$ cat config.mk
export PLATFORM = sky130hd
export DESIGN_NAME = ftpc_ram
export DESIGN_NICKNAME = d
export VERILOG_FILES = /design/src/sv/ftpc_ram.sv
export SDC_FILE = /design/constraint.sdc
export NUM_CORES = 1
export LEC_CHECK = 0
export BUFFER_PORTS_ARGS = -buffer_cell sky130_fd_sc_hd__buf_2
export CAP_MARGIN = 20
export CORE_ASPECT_RATIO = 0.8
export CORE_UTILIZATION = 25
export DETAILED_ROUTE_END_ITERATION = 6
export PLACE_DENSITY = 0.41
export RECOVER_POWER = 100
export SLEW_MARGIN = 20
export SYNTH_ARGS = -nofsm -noshare
export SYNTH_HDL_FRONTEND = slang
export SYNTH_SLANG_ARGS = --single-unit
$ cat constraint.sdc
create_clock -name clock -period 6 [get_ports clock]
set_clock_uncertainty 0.2 [all_clocks]
set_input_delay 0.6 -clock clock [delete_from_list [all_inputs] [get_ports clock]]
set_output_delay 0.6 -clock clock [all_outputs]
set_load 0.05 [all_outputs]
$ cat src/sv/ftpc_ram.sv
`timescale 1ns / 1ps
`default_nettype none

module ftpc_ram #(
   parameter int WIDTH = 8,
   parameter int DEPTH = 32
) (
   input  wire logic                     clock,
   input  wire logic                     wr_en,
   input  wire logic [$clog2(DEPTH)-1:0] wr_addr,
   input  wire logic [WIDTH-1:0]         wr_data,
   input  wire logic [$clog2(DEPTH)-1:0] rd_addr,
   output logic      [WIDTH-1:0]         rd_data
);

   logic [WIDTH-1:0] mem_ff [DEPTH];

   always_ff @(posedge clock) begin
      if (wr_en) begin
         mem_ff[wr_addr] <= wr_data;
      end
      rd_data <= mem_ff[rd_addr];
   end

endmodule

`default_nettype wire

# Word-level counts from Yosys, hierarchy flattened
# Memories as Yosys holds them, arrays and structs flattened. A register that Yosys moved wholly into a read port is not among the register bits.
# Cells that the tools add are included.
# W data, S select, Z words.
[classes]
order_cmp = 0
n_eq_ne = 0
add_sub_neg = 0
n_reduce_logical = 0
n_mul = 0
n_mux = 2
div_mod_pow = 0
n_bitwise = 0
n_shift = 0
[ops]
columns = ["op", "n"]
rows = [
  ["$mux W1", 2],
]
[word_totals]
word_cells = 3
regBits = 0
latchBits = 0
romBits = 0
out_inout_bits = 8
ram_bits = 256
memories = 1
in_bits = 20
[memory_table]
columns = ["name", "depth", "width", "rd", "rd_clocked_by_memory_dff", "wr", "line", "source"]
rows = [
  ["mem_ff", 32, 8, 1, 1, 1, "16", "logic [WIDTH-1:0] mem_ff [DEPTH];"],
]

# Depth between registers and ports, before layout
[depth]
word_depth = 2
mapped_depth = 5
mapped_depth_nobuf = 3

# Least setup slack after synthesis
# No wires, ideal clock.
[synth_path]
path_kind = "input port to flip-flop"
start = "input rd_addr[2]"
end = "register rd_data[0] (read register of mem_ff)"
stages = 5
setup_time_ns = 0.121
path_slack_ns = 3.398
path_buffers = 2
t_required_ns = 5.679
arrival_time_ns = 2.282
cell_sequence = "clkbuf_1 clkbuf_1 mux4_2 mux4_2 mux2_2"
[synth_rtl]
columns = ["element", "line", "source"]
rows = [
  ["from (decl)", "12", "input wire logic [$clog2(DEPTH)-1:0] rd_addr,"],
  ["to (decl)", "13", "output logic [WIDTH-1:0] rd_data"],
]

==> out/qor.csv <==
metric,value,unit
violations,"capacitance limit, slew limit",
mappedNetlistNets,437,
cts_num_sinks,264,
status,"finished, violations left",
fp.dieW,226,um
end_kind,flip-flop,
drt_first_pass_iters,4,
cts_made_buffers,29,
fin_nets,478,
grt_overflow,0,
power_switching,0.848,mW
required,6.23,ns
rsz0062_at_grt,false,
leakage,3.45,nW
crit_type,in2reg,
peakVddDrop,0.202,mV
worstPathMaxFanout,24,
holdPathStages,2,
syn_to_final_growth,15.8,%
vias,4380,
p_sw_share,21.5,%
drv_cap,8,
clockBufferDepth,3,
yosysWarnings,0,
grt_pass1_vias,4618,
hpwlAfterDp,14.6,mm
layout_worst_path_cycle_share,64.2,%
clk_pin_slew,0.06,ns
combPwrFrac,5.5,%
portBuffers,27,
slew-limit-headroom,-46.0,%
grt_pass1_wl,34.1,mm
rows,65,
dp_slack,2.65,ns
routabilityCongestion,0.699,
routedWlPerCell,23.5,um
synth.distinct_cells,15,
die_y,181,um
syn_inst,417,
syn_area,0.0101,sq mm
tightest_slew,2.19,ns
clock_power_share,42.2,%
ys_seq_area_share,78.1,%
clock.fmax,260,MHz
start_util,25.4,%
yosys_register_bits,264,
post_cts_buffers,0,
r2r_slack,3.95,ns
antenna_found_initial,2,
detail_route.iter0.violations,395,
drive_above_1_share,29.2,%
avgSynthCellArea,24.1,sq um
finalCriticalPeriod,3.85,ns
drc,0,
vias_per_cell,4.32,
arrival,4.09,ns
grt_start_max_net_pins,65,
power_density,339,mW/mm^2
hp-class,in2reg,
tns,0,ns
hold_violations,0,
pin_count,28,
ctsHtreeMaxLevel,1,
cp-start-kind,input pin,
layout_setup_ws,2.15,ns
n_antenna_cell,0,
p_int,3.10,mW
power_frac_seq,52.3,%
clk_latency,0.55,ns
grt_usage,11.8,%
core_area,0.0395,sq mm
drtAntennaViolNets,0,
cts-root-buf,clkbuf_16,
hold_buffers,0,
die_area,0.0410,sq mm
cts_tree,built,
setup_viol_count_final,0,
post_cts_resized,0,
wl,23.8,mm
reg2reg_depth,3,
drv_slew,256,
## per-stage QoR
stage	instances	total power, mW	cell area, sq um	util [%]	hold slack (ns)
floorplan	417	2.23	10100	-	0.499
global placement	963	2.33	10800	27.3	0.682
detailed placement	963	2.33	10800	27.3	0.706
CTS	1015	4.00	11700	29.5	0.300
global route	1015	4.07	11600	29.4	0.311
finish	1015	3.94	11600	29.4	0.320
## layer usage
metal	track usage [%]	vias to the layer above	share of wire (%)
met5	0	-	0
met2	16.9	142	44
met1	18.3	2336	44
met4	2.30	0	1.8
li1	-	1872	-
met3	2.54	30	10
## logic make-up after synthesis
logic type	count (synthesis)	synth area share, %
AND/OR/NAND/NOR	45	2.07
multiplexers	88	18.8
buffers and inverters	20	1.06
flip-flops	264	78.1
## worst paths after layout
check	end	start
hold / removal	rd_data[2]	rd_addr[3]
setup / recovery	rd_data[6]	rd_addr[0]
setup reg to reg	rd_data[1]	mem_ff[28][1]
hold reg to reg	rd_data[6]	mem_ff[7][6]
## cell usage in the layout, fill, tap and decap left out, drive strengths merged, types with 2 or more instances in the layout
master / Yosys / routed
nor2: 33 / 33
edfxtp: 256 / 256
dfxtp: 8 / 8
clkinvlp: 0 / 4
clkinv: 0 / 12
buf: 14 / 9
nand3: 2 / 2
or3b: 3 / 3
clkbuf: 6 / 54
bufinv: 0 / 2
mux4: 80 / 80
mux2: 8 / 8
nand3b: 5 / 5
## Yosys cell counts (all sizes together)
library cell    n  area share [%]
mux2            8            0.90
nand3           2            0.10
clkbuf          6            0.22
nand3b          5            0.37
edfxtp        256              76
mux4           80              18
nor2           33             1.2
buf            14            0.83
dfxtp           8             1.6
or3b            3            0.26
nand2           1           0.037
or3             1           0.062
## flip-flops by register name (all words and copies together) (netlist names)
name     flops
mem_ff     256
rd_data      8
## worst max-delay path, cell delays in order
cell and delay [ns]:
buf_4 0.33, clkbuf_1 1.61, mux4_2 0.71, mux4_2 0.53, mux2_2 0.28
## power by group through the flow
stage / clock [mW] / combinational, mW / sequential (mW)
3_3_place_gp: 0 / 0.226 / 2.10
2_1_floorplan: 0 / 0.109 / 2.12
5_1_grt: 1.77 / 0.235 / 2.06
3_5_place_dp: 0 / 0.228 / 2.10
6_report: 1.66 / 0.219 / 2.06
4_1_cts: 1.71 / 0.229 / 2.06
## layout make-up
| type | instances | area [sq um] |
|---|---|---|
| Sequential cell | 264 | 7850 |
| Timing Repair Buffer | 30 | 131 |
| Clock inverter | 19 | 149 |
| Fill cell | 3914 | 27900 |
| Clock buffer | 33 | 741 |
| Multi-Input combinational cell | 133 | 2100 |
| Tap cell | 536 | 671 |
Note: power is estimated with default switching activity, not from simulation.
